[src/modbt_pkg.sv]
`timescale 1ns / 1ps
// ----------------------------------------------------------------------------
// modbt_pkg
// Shared constants, request codes and state type of the bit table packer.
// ----------------------------------------------------------------------------
package modbt_pkg;

  localparam int TABLE_BITS    = 2048;
  localparam int MAX_READ_BITS = 512;

  localparam int TYPE_W  = 2;
  localparam int ADDR_W  = 11;
  localparam int COUNT_W = 10;
  localparam int DATA_W  = 8;
  localparam int IDX_W   = 6;

  localparam int ROWS  = TABLE_BITS / DATA_W;
  localparam int ROW_W = (ROWS > 1) ? $clog2(ROWS) : 1;
  localparam int OFF_W = $clog2(DATA_W);
  localparam int SUM_W = ADDR_W + 1;

  localparam logic [DATA_W-1:0] COIL_RESET  = '0;
  localparam logic [DATA_W-1:0] INPUT_RESET = '1;
  localparam logic [DATA_W-1:0] BIT_ONE     = DATA_W'(8'h01);

  typedef enum logic [TYPE_W-1:0] {
    REQ_WR_COIL  = 2'd0,
    REQ_WR_INPUT = 2'd1,
    REQ_RD_COIL  = 2'd2,
    REQ_RD_INPUT = 2'd3
  } req_type_t;

  typedef enum logic [5:0] {
    ST_CLEAR   = 6'b000001,
    ST_IDLE    = 6'b000010,
    ST_WR_MOD  = 6'b000100,
    ST_RD_LOAD = 6'b001000,
    ST_RD_EMIT = 6'b010000,
    ST_RESP    = 6'b100000
  } state_t;

endpackage

[src/modbt_ram.sv]
`timescale 1ns / 1ps
// ----------------------------------------------------------------------------
// modbt_ram
// Single-port synchronous RAM with a registered read.
// ----------------------------------------------------------------------------
module modbt_ram #(
  parameter int WIDTH = 8,
  parameter int DEPTH = 256
) (
  input  logic                     clk,
  input  logic                     en,
  input  logic                     we,
  input  logic [$clog2(DEPTH)-1:0] addr,
  input  logic [WIDTH-1:0]         wdata,
  output logic [WIDTH-1:0]         rdata
);

  logic [WIDTH-1:0] mem [DEPTH];

  always_ff @(posedge clk) begin
    if (en) begin
      if (we) begin
        mem[addr] <= wdata;
      end else begin
        rdata <= mem[addr];
      end
    end
  end

endmodule

[src/modbus_bit_table_packer_unit.sv]
`timescale 1ns / 1ps
// ----------------------------------------------------------------------------
// modbus_bit_table_packer_unit
// Coil and discrete-input bit tables with packed, byte-wise reads.
//
// Requests enter on the in_ channel (valid/stall), one at a time. A write
// sets one bit of the coil or discrete-input table and returns one
// acknowledge beat; a read returns ceil(count/8) beats of packed bits,
// lowest address in bit 0, the final beat marked out_last and zero-padded.
// A bad address range or count returns one beat with out_error set.
// Both tables sit in byte-wide RAMs of 256 rows; a write is a
// read-modify-write of one row: read on accept, written back in
// ST_WR_MOD, acknowledged from ST_RESP. A read fetches two rows up front,
// then one row per output beat, one beat per cycle while out_stall does
// not hold the output register. The next request, even after a full
// 64-byte read, is taken once the last beat sits in the output register.
// After reset a clearing pass over all 256 rows writes zeros to the coils
// and ones to the discrete inputs; in_stall stays high meanwhile.
// When out_stall is high the output register holds its beat, and the
// block waits to load its next beat until it is taken.
// ----------------------------------------------------------------------------
module modbus_bit_table_packer_unit
  import modbt_pkg::*;
(
  input  logic               clk,
  input  logic               rst_n,
  input  logic               in_valid,
  output logic               in_stall,
  input  logic [TYPE_W-1:0]  in_req_type,
  input  logic [ADDR_W-1:0]  in_bit_addr,
  input  logic [COUNT_W-1:0] in_bit_count,
  input  logic               in_set_value,
  output logic               out_valid,
  input  logic               out_stall,
  output logic [DATA_W-1:0]  out_data_byte,
  output logic [IDX_W-1:0]   out_byte_index,
  output logic               out_last,
  output logic               out_error
);

  state_t               state_r, state_nxt;
  logic [ROW_W-1:0]     clr_cnt_r, clr_cnt_nxt;
  logic [ROW_W-1:0]     row_r, row_nxt;
  logic [OFF_W-1:0]     off_r, off_nxt;
  logic [COUNT_W-1:0]   left_r, left_nxt;
  logic [IDX_W-1:0]     idx_r, idx_nxt;
  logic [DATA_W-1:0]    prev_r, prev_nxt;
  logic                 sel_r, sel_nxt;
  logic                 set_r, set_nxt;
  logic                 err_r, err_nxt;

  logic                 out_valid_r, out_valid_nxt;
  logic [DATA_W-1:0]    out_data_r, out_data_nxt;
  logic [IDX_W-1:0]     out_idx_r, out_idx_nxt;
  logic                 out_last_r, out_last_nxt;
  logic                 out_err_r, out_err_nxt;

  logic                 accept, out_free, out_load;
  logic                 is_read, bad_req, ram_issue, ram_we, cur_sel;
  logic [SUM_W-1:0]     range_end;
  logic [ROW_W-1:0]     ram_addr;
  logic [DATA_W-1:0]    coil_wdata, input_wdata, coil_rdata, input_rdata;
  logic [DATA_W-1:0]    rdata, mod_byte, mask, packed_byte;
  logic [2*DATA_W-1:0]  window;
  logic                 emit_last;

  assign in_stall = (state_r != ST_IDLE);
  assign accept   = in_valid && !in_stall;
  assign out_free = !out_valid_r || !out_stall;

  assign is_read   = in_req_type[1];
  assign range_end = {1'b0, in_bit_addr} + SUM_W'(in_bit_count);

  always_comb begin
    if (is_read) begin
      bad_req = (in_bit_count == '0) ||
                (in_bit_count > COUNT_W'(MAX_READ_BITS)) ||
                (range_end > SUM_W'(TABLE_BITS));
    end else begin
      bad_req = ({1'b0, in_bit_addr} >= SUM_W'(TABLE_BITS));
    end
  end

  assign rdata  = sel_r ? input_rdata : coil_rdata;
  assign window = {rdata, prev_r} >> off_r;
  assign mask   = (left_r >= COUNT_W'(DATA_W)) ? '1 : ~('1 << left_r[OFF_W-1:0]);
  assign packed_byte = window[DATA_W-1:0] & mask;
  assign emit_last   = (left_r <= COUNT_W'(DATA_W));

  always_comb begin
    mod_byte = rdata;
    mod_byte[off_r] = set_r;
  end

  always_comb begin
    state_nxt    = state_r;
    clr_cnt_nxt  = clr_cnt_r;
    row_nxt      = row_r;
    off_nxt      = off_r;
    left_nxt     = left_r;
    idx_nxt      = idx_r;
    prev_nxt     = prev_r;
    sel_nxt      = sel_r;
    set_nxt      = set_r;
    err_nxt      = err_r;
    out_load     = 1'b0;
    out_data_nxt = out_data_r;
    out_idx_nxt  = out_idx_r;
    out_last_nxt = out_last_r;
    out_err_nxt  = out_err_r;
    ram_issue    = 1'b0;
    ram_we       = 1'b0;
    ram_addr     = row_r;
    cur_sel      = sel_r;
    coil_wdata   = mod_byte;
    input_wdata  = mod_byte;

    case (state_r)
      ST_CLEAR: begin
        ram_addr    = clr_cnt_r;
        coil_wdata  = COIL_RESET;
        input_wdata = INPUT_RESET;
        clr_cnt_nxt = clr_cnt_r + 1'b1;
        if (clr_cnt_r == ROW_W'(ROWS - 1)) begin
          state_nxt = ST_IDLE;
        end
      end
      ST_IDLE: begin
        cur_sel  = in_req_type[0];
        ram_addr = in_bit_addr[OFF_W +: ROW_W];
        if (accept) begin
          sel_nxt  = in_req_type[0];
          set_nxt  = in_set_value;
          off_nxt  = in_bit_addr[OFF_W-1:0];
          left_nxt = in_bit_count;
          idx_nxt  = '0;
          err_nxt  = bad_req;
          row_nxt  = in_bit_addr[OFF_W +: ROW_W] + ROW_W'(is_read);
          if (bad_req) begin
            state_nxt = ST_RESP;
          end else begin
            ram_issue = 1'b1;
            state_nxt = is_read ? ST_RD_LOAD : ST_WR_MOD;
          end
        end
      end
      ST_WR_MOD: begin
        ram_issue = 1'b1;
        ram_we    = 1'b1;
        state_nxt = ST_RESP;
      end
      ST_RD_LOAD: begin
        prev_nxt  = rdata;
        ram_issue = 1'b1;
        row_nxt   = row_r + 1'b1;
        state_nxt = ST_RD_EMIT;
      end
      ST_RD_EMIT: begin
        if (out_free) begin
          out_load     = 1'b1;
          out_data_nxt = packed_byte;
          out_idx_nxt  = idx_r;
          out_last_nxt = emit_last;
          out_err_nxt  = 1'b0;
          prev_nxt     = rdata;
          idx_nxt      = idx_r + 1'b1;
          left_nxt     = left_r - COUNT_W'(DATA_W);
          if (emit_last) begin
            state_nxt = ST_IDLE;
          end else begin
            ram_issue = 1'b1;
            row_nxt   = row_r + 1'b1;
          end
        end
      end
      ST_RESP: begin
        if (out_free) begin
          out_load     = 1'b1;
          out_data_nxt = '0;
          out_idx_nxt  = '0;
          out_last_nxt = 1'b1;
          out_err_nxt  = err_r;
          state_nxt    = ST_IDLE;
        end
      end
      default: begin
        state_nxt = ST_CLEAR;
      end
    endcase
  end

  assign out_valid_nxt = out_load || (out_valid_r && out_stall);

  always_ff @(posedge clk) begin
    if (!rst_n) begin
      state_r     <= ST_CLEAR;
      clr_cnt_r   <= '0;
      out_valid_r <= 1'b0;
    end else begin
      state_r     <= state_nxt;
      clr_cnt_r   <= clr_cnt_nxt;
      out_valid_r <= out_valid_nxt;
    end
  end

  always_ff @(posedge clk) begin
    row_r      <= row_nxt;
    off_r      <= off_nxt;
    left_r     <= left_nxt;
    idx_r      <= idx_nxt;
    prev_r     <= prev_nxt;
    sel_r      <= sel_nxt;
    set_r      <= set_nxt;
    err_r      <= err_nxt;
    out_data_r <= out_data_nxt;
    out_idx_r  <= out_idx_nxt;
    out_last_r <= out_last_nxt;
    out_err_r  <= out_err_nxt;
  end

  modbt_ram #(
    .WIDTH (DATA_W),
    .DEPTH (ROWS)
  ) u_coil_ram (
    .clk   (clk),
    .en    ((state_r == ST_CLEAR) || (ram_issue && !cur_sel)),
    .we    ((state_r == ST_CLEAR) || ram_we),
    .addr  (ram_addr),
    .wdata (coil_wdata),
    .rdata (coil_rdata)
  );

  modbt_ram #(
    .WIDTH (DATA_W),
    .DEPTH (ROWS)
  ) u_input_ram (
    .clk   (clk),
    .en    ((state_r == ST_CLEAR) || (ram_issue && cur_sel)),
    .we    ((state_r == ST_CLEAR) || ram_we),
    .addr  (ram_addr),
    .wdata (input_wdata),
    .rdata (input_rdata)
  );

  assign out_valid      = out_valid_r;
  assign out_data_byte  = out_data_r;
  assign out_byte_index = out_idx_r;
  assign out_last       = out_last_r;
  assign out_error      = out_err_r;

  a_err_single_beat: assert property (@(posedge clk) disable iff (!rst_n)
    out_valid_r && out_err_r |-> out_last_r && out_data_r == '0 && out_idx_r == '0)
    else $error("error beat is not a single zero beat");

  a_no_overwrite: assert property (@(posedge clk) disable iff (!rst_n)
    out_load |-> !out_valid_r || !out_stall)
    else $error("output register overwritten while stalled");

  a_emit_has_bits: assert property (@(posedge clk) disable iff (!rst_n)
    state_r == ST_RD_EMIT |-> left_r != '0)
    else $error("read emit with no bits left");

  a_write_after_read: assert property (@(posedge clk) disable iff (!rst_n)
    state_r == ST_WR_MOD |-> $past(state_r) == ST_IDLE && $past(accept))
    else $error("row write without a fresh row read");

  a_clear_blocks_input: assert property (@(posedge clk) disable iff (!rst_n)
    state_r == ST_CLEAR |-> in_stall && !out_valid_r)
    else $error("activity during clearing pass");

endmodule

[config.mk]
export PLATFORM = sky130hd
export DESIGN_NAME = modbus_bit_table_packer_unit
export DESIGN_NICKNAME = d
export VERILOG_FILES = /design/src/modbt_pkg.sv /design/src/modbt_ram.sv /design/src/modbus_bit_table_packer_unit.sv
export SDC_FILE = /design/constraint.sdc
export NUM_CORES = 2
export LEC_CHECK = 0
export CORE_MARGIN = 3
export CORE_UTILIZATION = 30
export CTS_BUF_LIST = sky130_fd_sc_hd__clkbuf_4 sky130_fd_sc_hd__clkbuf_8
export CTS_CLUSTER_DIAMETER = 150
export CTS_CLUSTER_SIZE = 8
export DETAILED_ROUTE_END_ITERATION = 8
export DONT_BUFFER_PORTS = 1
export PLACE_DENSITY = 0.5
export SLEW_MARGIN = 20
export SYNTH_ARGS = -nofsm -noshare
export SYNTH_HDL_FRONTEND = slang
export SYNTH_SLANG_ARGS = --single-unit
[constraint.sdc]
create_clock -name clk -period 14.3 [get_ports clk]
set_input_delay 0.715 -clock clk [delete_from_list [all_inputs] [get_ports clk]]
set_output_delay 0.715 -clock clk [all_outputs]
set_load 0.01 [all_outputs]
==> flow_summary.rst <==
.. list-table::
   :header-rows: 1

   * - Metric
     - Value
   * - Cell depth of the worst flop-to-flop path
     - 14
   * - Peak fanout along the critical path
     - ~110
   * - Peak supply drop
     - 0.1272 mV
   * - Critical path endpoint category
     - register
   * - Number of cell rows
     - 274
   * - # port buffers
     - 0
   * - Complex-gate fraction of the synthesized area
     - between 5 and 6%
   * - Buffer cell driving the clock tree root
     - sky130_fd_sc_hd__clkbuf_8
   * - First DRT Iteration DRCs
     - 15290
   * - # DRC
     - 0
   * - Worst hold path cell count
     - 5
   * - Minimum hold slack
     - 0.1680 ns
   * - Initial antenna violation count
     - 44
   * - Detailed-routing iteration count for the pre-antenna-repair pass
     - 6
   * - Die Span X
     - 754.3 µm
   * - Status
     - complete, no violations
   * - Die area
     - 0.5690 mm²
   * - Number of routed nets with antenna violations
     - 0
   * - Synthesized netlist cell count
     - 13010
   * - Prevailing post-synth register cell
     - sky130_fd_sc_hd__edfxtp_1
   * - Synth Net Count
     - ~13000
   * - Maximum clock skew at final layout
     - roughly 0.15 ns
   * - Via count
     - approximately 110k
   * - Ratio of cells with drive above 1 in the final layout
     - 8.715%
   * - Commonest non-fill, non-tap cells in the layout
     - sky130_fd_sc_hd__edfxtp_1 (4166), sky130_fd_sc_hd__nand2_1 (3876), sky130_fd_sc_hd__nand3_1 (1123), sky130_fd_sc_hd__clkbuf_8 (601), sky130_fd_sc_hd__nor2_1 (590)
   * - Slew of the pin with the lowest slew margin
     - 1.226 ns
   * - Netlist cell types
     - 80
   * - Setup Viol. Count Final
     - 0
   * - Data required, critical path
     - approximately 15 ns
   * - Max-slew headroom
     - 17.40%
   * - Largest family of logic cells by synthesized area
     - simple AND/OR/NAND/NOR gates
   * - Fmax
     - 132.6 MHz
   * - Final net count
     - 13110
   * - Most common cell after layout, fill and taps aside
     - sky130_fd_sc_hd__edfxtp_1
   * - Fraction of the yosys area taken by sequential cells
     - 74.64%
   * - Leftover overflow at the end of global routing
     - 0
   * - Number of storage elements in the synthesis netlist
     - 4181
   * - Total detailed-routing wirelength
     - between 600 and 700 mm
   * - Ratio of final minimum period to clock period
     - between 50% and 60%
   * - Num ports
     - 46
   * - Via count of the first global-routing pass
     - roughly 100k
   * - Starting utilization of the core area
     - 30.14%
   * - Number of synthesized flops with an enable pin
     - 4166
   * - TNS Setup
     - 0 ns
   * - Maximum clock insertion buffer count
     - 4
   * - Type of the worst setup path
     - reg2reg
   * - Via-per-instance ratio
     - 5.457
   * - Netlist Area Pre-Place
     - 0.1680 mm²
   * - # clock sinks
     - 4181
   * - Mux cell area share after synthesis
     - less than 1%
   * - Wire length of the first global-routing pass
     - 854.3 mm
   * - Count of max-cap constraint violations
     - 0
   * - Power consumption
     - 0.02934 W
   * - Static leakage
     - 59.50 nW
   * - Synth Warn #
     - 0
   * - Layout area overhead
     - 10.91%
   * - Max H-tree Level
     - 6
   * - Total clock buffers created by CTS
     - 593
   * - TritonCTS clock tree
     - built
   * - Footprint of the flip-flops and latches
     - 0.1254 mm²
   * - Number of failing hold endpoints at the final stage
     - 0
   * - Core utilization of the finished layout
     - about 33%
   * - Proportion of register bits with asynchronous set or reset after synthesis
     - 0%
   * - XOR/XNOR Fraction of Synth Area
     - less than 1%
   * - Final min period
     - approximately 7.5 ns
   * - Clock edge transition at the registers on the reported setup and hold paths
     - roughly 0.06 ns
   * - Post-synthesis area per instance
     - 12.92 µm²
   * - Number of setup buffers added after CTS
     - 0
   * - Footprint of the multi-input gates
     - 0.03940 mm²
   * - Overall routing resource usage
     - 20.87%
   * - RD Place Congestion
     - 0.8712
   * - Wire length per cell after detailed routing
     - roughly 30 µm
   * - Number of pins exceeding their max-slew limit in the final report
     - 0
   * - Setup repair after global routing missed its margin
     - false
   * - Half-perimeter wire length after placement
     - 365.2 mm
   * - Data arrival time of the critical path
     - 8.67 ns
   * - Area of the core
     - about 0.56 mm²
   * - Post-synthesis share of cell area spent on and, or, nand and nor gates
     - 16.14%
   * - # fillers
     - between 50000 and 60000
   * - Class of the tightest hold or removal check
     - in2reg
   * - Area share of fa/ha/maj cells after synthesis
     - less than 1%
   * - Y dimension of the die
     - roughly 750 µm
   * - Largest net degree at the start of global routing
     - 177
   * - Worst skew pair latency
     - 1.27 ns
   * - Launching element type of the critical path
     - register
   * - Power density cells
     - 157.5 mW/mm²
[where the power goes]
group          leakage [nW]  switching (W)  internal, W
clock network          4.62        0.00455      0.00385
logic                  19.1        0.00560      0.00164
registers              35.8      0.0000195       0.0137
total                  59.5         0.0102       0.0192
[flip-flops by register name, indices dropped and copies added (netlist names), 8 cells and up]
| name | flops |
|---|---|
| u_coil_ram.mem | 2048 |
| clr_cnt_r | 8 |
| row_r | 8 |
| u_coil_ram.rdata | 8 |
| prev_r | 8 |
| out_data_byte | 8 |
| u_input_ram.rdata | 8 |
| left_r | 10 |
| u_input_ram.mem | 2048 |
[cell families after synthesis]
| group | count (synthesis) |
|---|---|
| xor+xnor | 30 |
| simple gates | 6363 |
| flops | 4181 |
| buf+inv | 891 |
| fa+ha+maj | 17 |
| mux | 132 |
| compound gates | 1393 |
[layout make-up]
type	count	area share, %
antenna	13	0.01746
inverter	13	0.02619
clock buffer	626	4.540
multi-input combinational	7935	21.15
sequential	4181	67.30
timing repair buffer	345	1.694
clock inverter	49	0.2686
tap	7452	5.004
[worst paths after layout]
| path | from | end | slack [ns] |
|---|---|---|---|
| hold reg to reg | clr_cnt_r[1] | clr_cnt_r[1] | 0.54 |
| setup / recovery | state_r[2] | u_input_ram.rdata[7] | 6.76 |
| hold / removal | in_bit_addr[5] | row_r[6] | 0.17 |
| setup reg to reg | state_r[2] | u_input_ram.rdata[7] | 6.76 |
[worst max-delay path: stages, from the launching register on]
cell and delay (ns):
sky130_fd_sc_hd__dfxtp_1 0.43, sky130_fd_sc_hd__nor4_4 0.76, sky130_fd_sc_hd__mux2i_4 0.90, sky130_fd_sc_hd__buf_4 0.55, sky130_fd_sc_hd__and2_4 0.75, sky130_fd_sc_hd__buf_4 0.53
sky130_fd_sc_hd__buf_12 0.47, sky130_fd_sc_hd__buf_4 0.67, sky130_fd_sc_hd__nand2_1 0.12, sky130_fd_sc_hd__a21oi_1 0.17, sky130_fd_sc_hd__o21ai_0 0.17, sky130_fd_sc_hd__a31oi_1 0.77
sky130_fd_sc_hd__o211ai_1 0.16, sky130_fd_sc_hd__or4_1 0.59, sky130_fd_sc_hd__nand3_1 0.13
[metal layers]
metal  wire (µm)  up-vias  global-route usage (%)
met5         151        -                       0
met3       60100     1067                   4.306
li1            -    47750                       -
met1      261200    57870                   29.69
met4       26330       22                   7.743
met2      271500     5784                   31.41
[stage by stage]
step	setup slack, ns	cell area, µm²	instances
finish	6.759	186300	20610
global route	6.743	186300	20600
CTS	6.948	186200	20600
detailed placement	6.902	176900	19890
global placement	6.717	176800	19890
floorplan	5.503	168000	13010
[synthesized netlist by cell type (8+ instances only)]
cell type                      n  share of area, %
sky130_fd_sc_hd__a311oi_1    196               1.0
sky130_fd_sc_hd__nor3_1       44              0.13
sky130_fd_sc_hd__clkbuf_1    285              0.64
sky130_fd_sc_hd__buf_1       175              0.39
sky130_fd_sc_hd__nand3_1    1141               3.4
sky130_fd_sc_hd__o2111ai_1    37              0.19
sky130_fd_sc_hd__buf_2       389               1.2
sky130_fd_sc_hd__o22ai_1      16             0.060
sky130_fd_sc_hd__a22oi_1      19             0.085
sky130_fd_sc_hd__mux2i_1     117              0.70
sky130_fd_sc_hd__a211oi_1     71              0.32
sky130_fd_sc_hd__nor2_1      623               1.4
sky130_fd_sc_hd__nand2_1    3905               8.7
sky130_fd_sc_hd__a21oi_1     221              0.66
sky130_fd_sc_hd__nand4_1     167              0.62
sky130_fd_sc_hd__a31oi_1     431               1.6
sky130_fd_sc_hd__buf_4        24              0.11
sky130_fd_sc_hd__and2_1       20             0.074
sky130_fd_sc_hd__xor2_1       13             0.068
sky130_fd_sc_hd__ha_1         16              0.12
sky130_fd_sc_hd__a41oi_1       9             0.047
sky130_fd_sc_hd__mux2_2       10             0.067
sky130_fd_sc_hd__xnor2_1      17             0.089
sky130_fd_sc_hd__and3_1      372               1.4
sky130_fd_sc_hd__edfxtp_1   4166                74
sky130_fd_sc_hd__o21ai_0     114              0.34
sky130_fd_sc_hd__nor4_1       31              0.12
sky130_fd_sc_hd__a2111oi_0    26              0.14
sky130_fd_sc_hd__o211ai_1     95              0.42
sky130_fd_sc_hd__nor2b_1       8             0.030
sky130_fd_sc_hd__inv_1        13             0.029
sky130_fd_sc_hd__a32oi_1      92              0.48
sky130_fd_sc_hd__dfxtp_1      15              0.18
[timing repair]
item,4_1_cts,5_1_grt
hold buffers,36,0
gates resized for setup,0,0
endpoints found under the hold margin,49,0
Power figures use the tool's default switching activity.
